===== src/rtl/tsb_pkg.sv =====
`timescale 1ns / 1ps
package tsb_pkg;
  localparam int SLOTS = 16;
  localparam int SW = (SLOTS > 1) ? $clog2(SLOTS) : 1;
  localparam int QDEPTH = 2;

  localparam logic [2:0] CMD_TICK    = 3'd0;
  localparam logic [2:0] CMD_ARM     = 3'd1;
  localparam logic [2:0] CMD_CANCEL  = 3'd2;
  localparam logic [2:0] CMD_FORCE   = 3'd3;
  localparam logic [2:0] CMD_RESTART = 3'd4;
  localparam logic [2:0] CMD_QUERY   = 3'd5;
  localparam logic [2:0] CMD_RUN     = 3'd6;
  localparam logic [2:0] CMD_BAD     = 3'd7;

  typedef struct packed {
    logic [2:0]  command;
    logic [3:0]  slot;
    logic [31:0] period;
    logic        repeat_req;
    logic        valid_slot;
  } cmd_t;

  typedef struct packed {
    logic        ok;
    logic        fired;
    logic [3:0]  fired_slot;
    logic [31:0] elapsed;
    logic [31:0] remaining;
    logic        active;
    logic        last;
  } res_t;
endpackage


===== src/rtl/tsb_front.sv =====
`timescale 1ns / 1ps
module tsb_front (
  input  logic          clk,
  input  logic          rst_n,
  input  logic          in_tvalid,
  output logic          in_tready,
  input  logic [39:0]   in_tdata,
  output logic          q_valid,
  input  logic          q_ready,
  output tsb_pkg::cmd_t q_cmd
);
  tsb_pkg::cmd_t q_r [tsb_pkg::QDEPTH];
  logic          wp_r, rp_r;
  logic [1:0]    cnt_r;
  tsb_pkg::cmd_t c;
  logic          push, pop;

  always_comb begin
    c.command    = in_tdata[2:0];
    c.slot       = in_tdata[6:3];
    c.period     = in_tdata[38:7];
    c.repeat_req = in_tdata[39];
    c.valid_slot = ({28'd0, in_tdata[6:3]} < 32'(tsb_pkg::SLOTS));
  end

  assign in_tready = (cnt_r != 2'(tsb_pkg::QDEPTH));
  assign push = in_tvalid && in_tready;
  assign q_valid = (cnt_r != 2'd0);
  assign pop = q_valid && q_ready;
  assign q_cmd = q_r[rp_r];

  always_ff @(posedge clk) begin
    if (!rst_n) begin
      wp_r <= 1'b0;
      rp_r <= 1'b0;
      cnt_r <= 2'd0;
    end else begin
      if (push) begin
        q_r[wp_r] <= c;
        wp_r <= ~wp_r;
      end
      if (pop) rp_r <= ~rp_r;
      cnt_r <= cnt_r + {1'b0, push} - {1'b0, pop};
    end
  end
endmodule


===== src/rtl/tsb_back.sv =====
`timescale 1ns / 1ps
module tsb_back (
  input  logic          clk,
  input  logic          rst_n,
  input  logic          q_valid,
  output logic          q_ready,
  input  tsb_pkg::cmd_t q_cmd,
  output logic          out_tvalid,
  input  logic          out_tready,
  output tsb_pkg::res_t out_res
);
  typedef enum logic [1:0] {S_IDLE, S_SCAN, S_PEND} state_t;

  state_t state_r;
  logic [31:0] tick_r, now_r;
  logic [31:0] start_r [tsb_pkg::SLOTS];
  logic [31:0] delay_r [tsb_pkg::SLOTS];
  logic [tsb_pkg::SLOTS-1:0] armed_r, canc_r, cyc_r;
  logic [tsb_pkg::SW-1:0] idx_r;
  logic        any_r;
  logic        pend_v_r;
  tsb_pkg::res_t pend_r;
  logic        ov_r;
  tsb_pkg::res_t res_r;

  logic [tsb_pkg::SW-1:0] s;
  logic [31:0] el, diff;
  logic        due;

  assign s = q_cmd.slot[tsb_pkg::SW-1:0];
  assign el = tick_r - start_r[s];
  assign diff = now_r - start_r[idx_r];
  assign due = armed_r[idx_r] && !canc_r[idx_r] && (diff >= delay_r[idx_r]);
  assign out_tvalid = ov_r;
  assign out_res = res_r;
  assign q_ready = (state_r == S_IDLE) && (!ov_r || out_tready);

  always_ff @(posedge clk) begin
    if (!rst_n) begin
      state_r <= S_IDLE;
      tick_r <= '0;
      armed_r <= '0;
      canc_r <= '0;
      cyc_r <= '0;
      ov_r <= 1'b0;
      pend_v_r <= 1'b0;
      any_r <= 1'b0;
      idx_r <= '0;
      for (int i = 0; i < tsb_pkg::SLOTS; i++) begin
        start_r[i] <= '0;
        delay_r[i] <= '0;
      end
    end else begin
      if (ov_r && out_tready) ov_r <= 1'b0;
      case (state_r)
        S_IDLE: begin
          if (q_valid && q_ready) begin
            ov_r <= 1'b1;
            res_r <= '0;
            res_r.last <= 1'b1;
            res_r.ok <= 1'b1;
            if (q_cmd.command == tsb_pkg::CMD_TICK) begin
              tick_r <= tick_r + 32'd1;
            end else if (q_cmd.command == tsb_pkg::CMD_RUN) begin
              ov_r <= 1'b0;
              now_r <= tick_r;
              idx_r <= tsb_pkg::SW'(tsb_pkg::SLOTS - 1);
              any_r <= 1'b0;
              pend_v_r <= 1'b0;
              state_r <= S_SCAN;
            end else if (q_cmd.command == tsb_pkg::CMD_BAD || !q_cmd.valid_slot) begin
              res_r.ok <= 1'b0;
              if (q_cmd.command == tsb_pkg::CMD_QUERY) res_r.fired_slot <= q_cmd.slot;
            end else begin
              case (q_cmd.command)
                tsb_pkg::CMD_ARM: begin
                  if (q_cmd.period == 32'd0) begin
                    res_r.ok <= 1'b0;
                  end else begin
                    canc_r[s] <= 1'b0;
                    cyc_r[s] <= q_cmd.repeat_req;
                    delay_r[s] <= q_cmd.period;
                    start_r[s] <= tick_r;
                    armed_r[s] <= 1'b1;
                  end
                end
                tsb_pkg::CMD_CANCEL:  canc_r[s] <= 1'b1;
                tsb_pkg::CMD_FORCE:   start_r[s] <= start_r[s] - delay_r[s];
                tsb_pkg::CMD_RESTART: start_r[s] <= tick_r;
                tsb_pkg::CMD_QUERY: begin
                  res_r.fired_slot <= q_cmd.slot;
                  if (armed_r[s] && !canc_r[s]) begin
                    res_r.active <= 1'b1;
                    res_r.elapsed <= el;
                    res_r.remaining <= delay_r[s] - el;
                  end else begin
                    res_r.elapsed <= delay_r[s];
                  end
                end
                default: ;
              endcase
            end
          end
        end
        S_SCAN: begin
          if (!pend_v_r || !ov_r || out_tready) begin
            // emit held result once a newer one exists (so last is known)
            if (due && pend_v_r) begin
              res_r <= pend_r;
              ov_r <= 1'b1;
            end
            if (armed_r[idx_r] && canc_r[idx_r]) begin
              armed_r[idx_r] <= 1'b0;
              canc_r[idx_r] <= 1'b0;
              cyc_r[idx_r] <= 1'b0;
            end else if (due) begin
              if (cyc_r[idx_r]) start_r[idx_r] <= now_r;
              else begin
                armed_r[idx_r] <= 1'b0;
                cyc_r[idx_r] <= 1'b0;
              end
              pend_r <= '0;
              pend_r.ok <= 1'b1;
              pend_r.fired <= 1'b1;
              pend_r.fired_slot <= 4'(idx_r);
              pend_v_r <= 1'b1;
              any_r <= 1'b1;
            end
            if (idx_r == '0) state_r <= S_PEND;
            else idx_r <= idx_r - 1'b1;
          end
        end
        S_PEND: begin
          if (!ov_r || out_tready) begin
            ov_r <= 1'b1;
            res_r <= '0;
            res_r.ok <= 1'b1;
            res_r.last <= 1'b1;
            if (any_r) begin
              res_r <= pend_r;
              res_r.last <= 1'b1;
            end
            pend_v_r <= 1'b0;
            state_r <= S_IDLE;
          end
        end
        default: state_r <= S_IDLE;
      endcase
    end
  end
endmodule


===== src/rtl/timer_slot_bank_top.sv =====
`timescale 1ns / 1ps
// channel | dir | tdata fields (low bit up)
// in_     | in  | command[2:0] slot[6:3] period[38:7] repeat_req[39]
// out_    | out | ok fired fired_slot[5:2] elapsed[37:6] remaining[69:38] active[70]; tlast=last
// Slot commands and tick pass through the two-entry command queue and the single output
// register. Run: one slot examined per cycle by the back-end scanner while no held fired
// result waits on a stalled output. Reset synchronous, active low, clears all timer state.
// Such stalls hold the scanner; the queue keeps taking commands until full.
module timer_slot_bank_top (
  input  logic        clk,
  input  logic        rst_n,
  input  logic        in_tvalid,
  output logic        in_tready,
  input  logic [39:0] in_tdata,   // command, slot, period, repeat_req
  output logic        out_tvalid,
  input  logic        out_tready,
  output logic [71:0] out_tdata,  // ok, fired, fired_slot, elapsed, remaining, active
  output logic        out_tlast
);
  logic          q_valid, q_ready;
  tsb_pkg::cmd_t q_cmd;
  tsb_pkg::res_t res;

  tsb_front u_front (.clk, .rst_n, .in_tvalid, .in_tready, .in_tdata,
                     .q_valid, .q_ready, .q_cmd);
  tsb_back u_back (.clk, .rst_n, .q_valid, .q_ready, .q_cmd,
                   .out_tvalid, .out_tready, .out_res(res));

  assign out_tdata = {1'b0, res.active, res.remaining, res.elapsed,
                      res.fired_slot, res.fired, res.ok};
  assign out_tlast = res.last;

  a_stall_hold: assert property (@(posedge clk) disable iff (!rst_n)
    out_tvalid && !out_tready |=> out_tvalid && $stable(out_tdata))
    else $error("output changed under stall");
  a_last_ok: assert property (@(posedge clk) disable iff (!rst_n)
    out_tvalid && !out_tlast |-> out_tdata[1] && out_tdata[0])
    else $error("non-final result not a fired slot");
endmodule


===== config.mk =====
export PLATFORM = sky130hd
export DESIGN_NAME = timer_slot_bank_top
export DESIGN_NICKNAME = d
export VERILOG_FILES = /design/src/rtl/tsb_pkg.sv /design/src/rtl/tsb_front.sv /design/src/rtl/tsb_back.sv /design/src/rtl/timer_slot_bank_top.sv
export SDC_FILE = /design/constraint.sdc
export NUM_CORES = 2
export LEC_CHECK = 0
export BUFFER_PORTS_ARGS = -buffer_cell sky130_fd_sc_hd__buf_2
export CAP_MARGIN = 20
export CORE_MARGIN = 2
export CORE_UTILIZATION = 55
export CTS_CLUSTER_DIAMETER = 60
export DETAILED_ROUTE_END_ITERATION = 10
export GPL_TIMING_DRIVEN = 0
export HOLD_SLACK_MARGIN = 0.02
export PLACE_DENSITY_LB_ADDON = 0.12
export SLEW_MARGIN = 20
export SYNTH_ARGS = -nofsm -noshare
export SYNTH_HDL_FRONTEND = slang
export SYNTH_SLANG_ARGS = --single-unit
export TNS_END_PERCENT = 10

===== constraint.sdc =====
create_clock -name clk -period 14.34 [get_ports clk]
set_clock_uncertainty 0.1 [all_clocks]
set_input_delay 0.717 -clock clk [delete_from_list [all_inputs] [get_ports clk]]
set_output_delay 0.717 -clock clk [all_outputs]
set_load 0.1 [all_outputs]

# After elaboration in Yosys (flattened, before gate mapping)
# Memory sizes are Yosys's and may differ from the RTL's. A register that Yosys moved wholly into a read port is not among the register bits.
# Index checks and enable logic that the tools add are counted.
classes:
  n_eq_ne: 29
  reduce_logical: 40
  order_cmp: 5
  n_addsub: 8
  bitwise: 14
  n_mux: 147
ops:
  columns: ["cell", "count"]
  rows:
  - ["16-bit two-way mux", 27]
  - ["72-bit two-way mux", 4]
  - ["72-bit one-hot mux with 3 select lines", 1]
  - ["69-bit two-way mux", 3]
  - ["32-bit two-way mux", 6]
  - ["16-bit one-hot mux with 2 select lines", 4]
  - ["32-bit subtractor", 4]
  - ["32-bit OR reduction", 3]
  - ["71-bit two-way mux", 1]
  - ["1-bit two-way mux", 66]
  - ["65-bit two-way mux", 1]
  - ["16-bit AND", 4]
  - ["4-bit two-way mux", 14]
  - ["33-bit two-way mux", 1]
  - ["32-bit by 1-bit adder with 32-bit output, second input constant", 1]
  - ["32-bit greater-or-equal comparator", 1]
  - ["32-bit zero test", 1]
  - ["16-bit NOT", 2]
  - ["16-bit OR", 2]
  - ["1-bit binary-select mux with 4-bit select", 5]
  - ["2-bit inequality test, second input constant", 10]
  - ["6-bit AND reduction", 3]
  - ["16-bit bitwise mux", 1]
  - ["3-bit == test, second input constant", 4]
  - ["other kinds (36)", 74]
word_totals:
  input_bits: 44
  out_inout_bits: 75
  n_memories: 3
  regBits: 201
  wordCells: 267
  ramBits: 1104
mem_list:
  columns: ["name", "depth", "width", "rd", "rd_ports_with_merged_regs", "wr", "line", "text"]
  rows:
  - ["u_back.delay_r", 16, 32, 2, 1, 16, "tsb_back.sv:17", "logic [31:0] delay_r [tsb_pkg::SLOTS];"]
  - ["u_back.start_r", 16, 32, 2, 1, 16, "tsb_back.sv:16", "logic [31:0] start_r [tsb_pkg::SLOTS];"]
  - ["u_front.q_r", 2, 40, 1, 1, 1, "tsb_front.sv:12", "tsb_pkg::cmd_t q_r [tsb_pkg::QDEPTH];"]

# Depth between registers and ports, before layout
depth:
  depth_word: 15
  mapped_depth: 37
  depth_no_buf: 29

# Cells and area by module
# A second synthesis with hierarchy kept.
unflattened:
  cells_unflattened: 5301
  area_unflattened_um2: 72507.0
by_module_without_submodules:
  columns: ["mod", "cells_each", "seq_area_each_um2", "instances", "area_each_um2"]
  rows:
  - ["tsb_back", 5148, 35854.4, 1, 69356.5]
  - ["tsb_front", 151, 2502.4, 1, 3139.3]
  - ["timer_slot_bank_top", 2, 0.0, 1, 11.3]

# Worst setup path before layout
# OpenSTA, ideal clock, no wires.
synth_path:
  path_type: "reg-to-reg"
  start: "register (tool-made name)"
  end: "register u_back.res_r (netlist bit u_back.out_res[0]) (enable)"
  arrival_time_ns: 13.026
  synth_period_minus_slack_ns: 13.807
  path_slack_ns: 0.533
  stages_incl_launch_ff: 27
  t_required_ns: 13.560
  setup_time_ns: 0.680
  n_path_buf: 3
  path_cell_list: "dfxtp_1 > clkbuf_1 > clkbuf_1 > buf_1 > mux4_2 > mux4_2 > inv_1 > ha_1 > o211ai_1 > a21oi_1 > o41a_1 > a31o_2 > a21oi_1 > o21ai_0 > a31oi_1 > o21ai_0 > a21oi_1 > xnor2_1 > ha_1 > nand4_1 > nor4_1 > o21ai_0 > a41oi_1 > nor2_1 > nor2_1 > a21oi_1 > nor4_1"
synth_rtl:
  columns: ["element", "line", "text"]
  rows:
  - ["end signal, assigned", "tsb_back.sv:109", "res_r <= pend_r;"]
  - ["end signal, assigned", "tsb_back.sv:140", "res_r <= pend_r;"]
  - ["end, declared", "tsb_back.sv:24", "tsb_pkg::res_t res_r;"]

==> run summary <==
• mean instance size in the synthesized netlist: 12.7 sq um
• CTS tree: done
• post-route insts no fill: 7863
• slew at the pin closest to its max-slew limit: 1350 ps
• register area: 38400 sq um
• clock insertion delay at the later pin of the skew report: 820 ps
• htree depth: 4
• total clock sinks: 1310
• top-area cell type share of the netlist area: 50.7%
• post-route standard cell area excluding fillers: 80300 sq um
• Starting Density: 55.5%
• number of buffers inserted during clock tree synthesis: 144
• Pleak: 28.1 nW
• final count of negative-setup-slack endpoints: 0
• number of remaining DRC errors: 0
• area taken by multi-input logic gates: 31100 sq um
• maximum fanout along the worst path: 32
• number of flops mapped to enable cells by yosys: 1212
• PwrDens: 201 nW/um^2
• Post-Syn Area: 71800 sq um
• fillers: 10400
• maxcap violations: 0
• Slew Limit Fails: 0
• Post-synth top flop: edfxtp_1
• fraction of registers with async set/reset: 0%
• count of vias placed by the detailed router: 54900
• launching element type of the critical path: register
• vias in the first global route: 52800
• Placement Cell Area: 75200 sq um
• Horiz. Die Dim: 365 microns
• layout overhead on the synthesized area: 11.8%
• Die Footprint: 133000 sq um
• synth cell count leaders: edfxtp_1, nor2_1, mux4_2
• antenna violations before repair: 10
• count of pins on the block boundary: 119
• Post-DRT Antenna Nets: 0
• number of hold-slack violations in the final timing report: 0
• min Tclk post-route: 12540 ps
• critical path data arrival time: 12820 ps
• number of warnings printed during yosys synthesis: 0
• layout cells sized above 1: 20.9%
• type of element capturing the critical path: register
• Clk Tree Root Cell: clkbuf_16
• largest net degree at the start of global routing: 33
• DR iter-0 viols: 9612
• clock edge transition at the registers on the reported setup and hold paths: 60 ps
• sequential cell area fraction in the yosys report: 53.4%
• max frequency: 79.7 MHz
• worst vdd ir: 0.164 mV
• HPWL Detailed: 193000 microns
• class of the tightest hold or removal check: in2reg
• overflow left after global routing: 0
• number of nets produced by synthesis: 5888
• ranking of synthesized cells by area: edfxtp_1, mux4_2, nor2_1, ha_1, dfxtp_1
• core area: 129000 sq um
• drt wl/cell: 34.6 microns
• RSZ-0062 raised after global routing: no
• data required time at the worst endpoint: 14620 ps
• outcome: completed
• combined global-route utilization of all metal layers: 40.9%
• RePlAce Congestion: 0.979
• wire length of the first global-routing pass: 379000 microns
• die extent in y: 365 microns
• count of buffers added by post-CTS timing repair for setup: 0
• Port Buf Inserts: 117
• Vias per Instance: 6.99
• post-synthesis cell count: 5672
• library cell occupying the most area in the post-synthesis netlist: edfxtp_1
• synthesis-stage register bit count: 1310
• Slowest Stage Delay on Critical Path: 1030 ps
• most numerous cell in the Yosys netlist: edfxtp_1
• number of nets in the layout: 6215
• Max transition margin: 9.74%
• dpl cells: 7554
• number of detailed-routing iterations run before antenna repair: 8
• path type of the worst setup path: reg2reg
• critical path's slowest cell: a31oi_1
• Routed Wire Length: 272000 microns
• number of placement rows: 132
• period utilization: 87.4%
• number of different library cells in the post-synthesis netlist: 90
• buffers from clock root to sink, at most: 3
## worst max-delay path: cells and delay by family, from the launching register on
family	cells	cell delay, ps
AOI/OAI and AO/OA	11	4990
and+or+nand+nor	4	1690
adders and majority gates	2	480
xor gates and xnor gates	1	400
muxes	2	1090
buffers and inverters	6	3000
DFF	1	300
## area by class of cell
| cell class | instances | share of cell area (%) |
|---|---|---|
| tap | 1742 | 2.72 |
| inverter | 186 | 0.870 |
| antenna | 6 | 0.0187 |
| clock buffer | 176 | 4.77 |
| multi-input combinational | 3749 | 38.8 |
| sequential | 1310 | 47.8 |
| timing repair buffer | 181 | 1.56 |
| buffer | 427 | 2.48 |
| clock inverter | 86 | 0.984 |
## what timing repair did
action | CTS | global route
resized for setup | 0 | 0
hold buffers | 40 | 0
endpoints found under the hold margin | 80 | 0
## sequential cells by signal, summed over array words and instances, names as in the netlist, 2 cells and up, named ones only
name and flops:
u_back.armed_r 16, u_back.cyc_r 16, u_back.delay_r 512, u_back.idx_r 4, u_back.now_r 32, u_back.out_res 72, u_back.pend_r 4, u_back.start_r 512
u_back.state_r 2, u_back.tick_r 32, u_front.cnt_r 2, u_front.q_r 80
## path summary, 6_finish.rpt
path | from | end | slack [ps] | depth (start not counted)
worst min-delay path | out_tready | u_back.out_tvalid$_SDFF_PN0_ | 250 | 3
worst min register to register | u_back.idx_r[3]$_SDFFE_PN0P_ | u_back.pend_r[69]$_DFFE_PP_ | 370 | 0
worst max register to register | register | u_back.start_r[0][6]$_SDFFCE_PN0P_ | 1800 | 26
worst max-delay path | register | u_back.start_r[0][6]$_SDFFCE_PN0P_ | 1800 | 26
## metrics by stage
step                      setup WS (ps)  hold slack [ps]  setup TNS, ps  power [mW]  util (%)
after CTS                          2600              217              0        15.8      61.9
after global placement            -7800              344        -560600        12.1      57.6
after global routing               1930              277              0        16.6      62.0
after floorplan                     533              306              0        9.62         -
final                              1800              246              0        16.1      62.0
after detailed placement           2650              338              0        12.2      58.1
## cell families after synthesis
| group | after synthesis | share of synthesized area, % |
|---|---|---|
| xor gates and xnor gates | 142 | 1.73 |
| and+or+nand+nor | 2127 | 12.5 |
| adders and majority gates | 172 | 3.04 |
| muxes | 661 | 19.5 |
| DFF | 1310 | 53.4 |
| buffers and inverters | 613 | 3.68 |
| other | 1 | 0.00522 |
| AOI/OAI and AO/OA | 646 | 6.11 |
## power breakdown
part           switching [mW]  leakage, nW  internal, mW  total, mW
Sequential              0.101         13.1          4.42       4.52
Combinational            5.24         12.8          2.65       7.88
Clock                    1.63         2.24          2.09       3.72
Total                    6.97         28.1          9.16       16.1
## routing by layer
layer | track usage, % | vias to the layer above | part of all wire, %
li1 | - | 22000 | -
met5 | 1.45 | - | 0.089
met3 | 15.3 | 859 | 16
met1 | 55.9 | 27400 | 37
met2 | 57.3 | 4753 | 42
met4 | 21.1 | 8 | 5.9
## cell usage in the layout, fill, tap and decap left out, types with 104 or more instances in the layout
cell type and count:
buf_2 283, ha_1 168, a21oi_1 146, edfxtp_1 1212
mux4_2 589, nor2_1 1173, clkbuf_16 148, nand3_1 104
clkbuf_1 210, inv_1 186, nand2_1 488
Note: power is estimated with default switching activity, not from simulation.
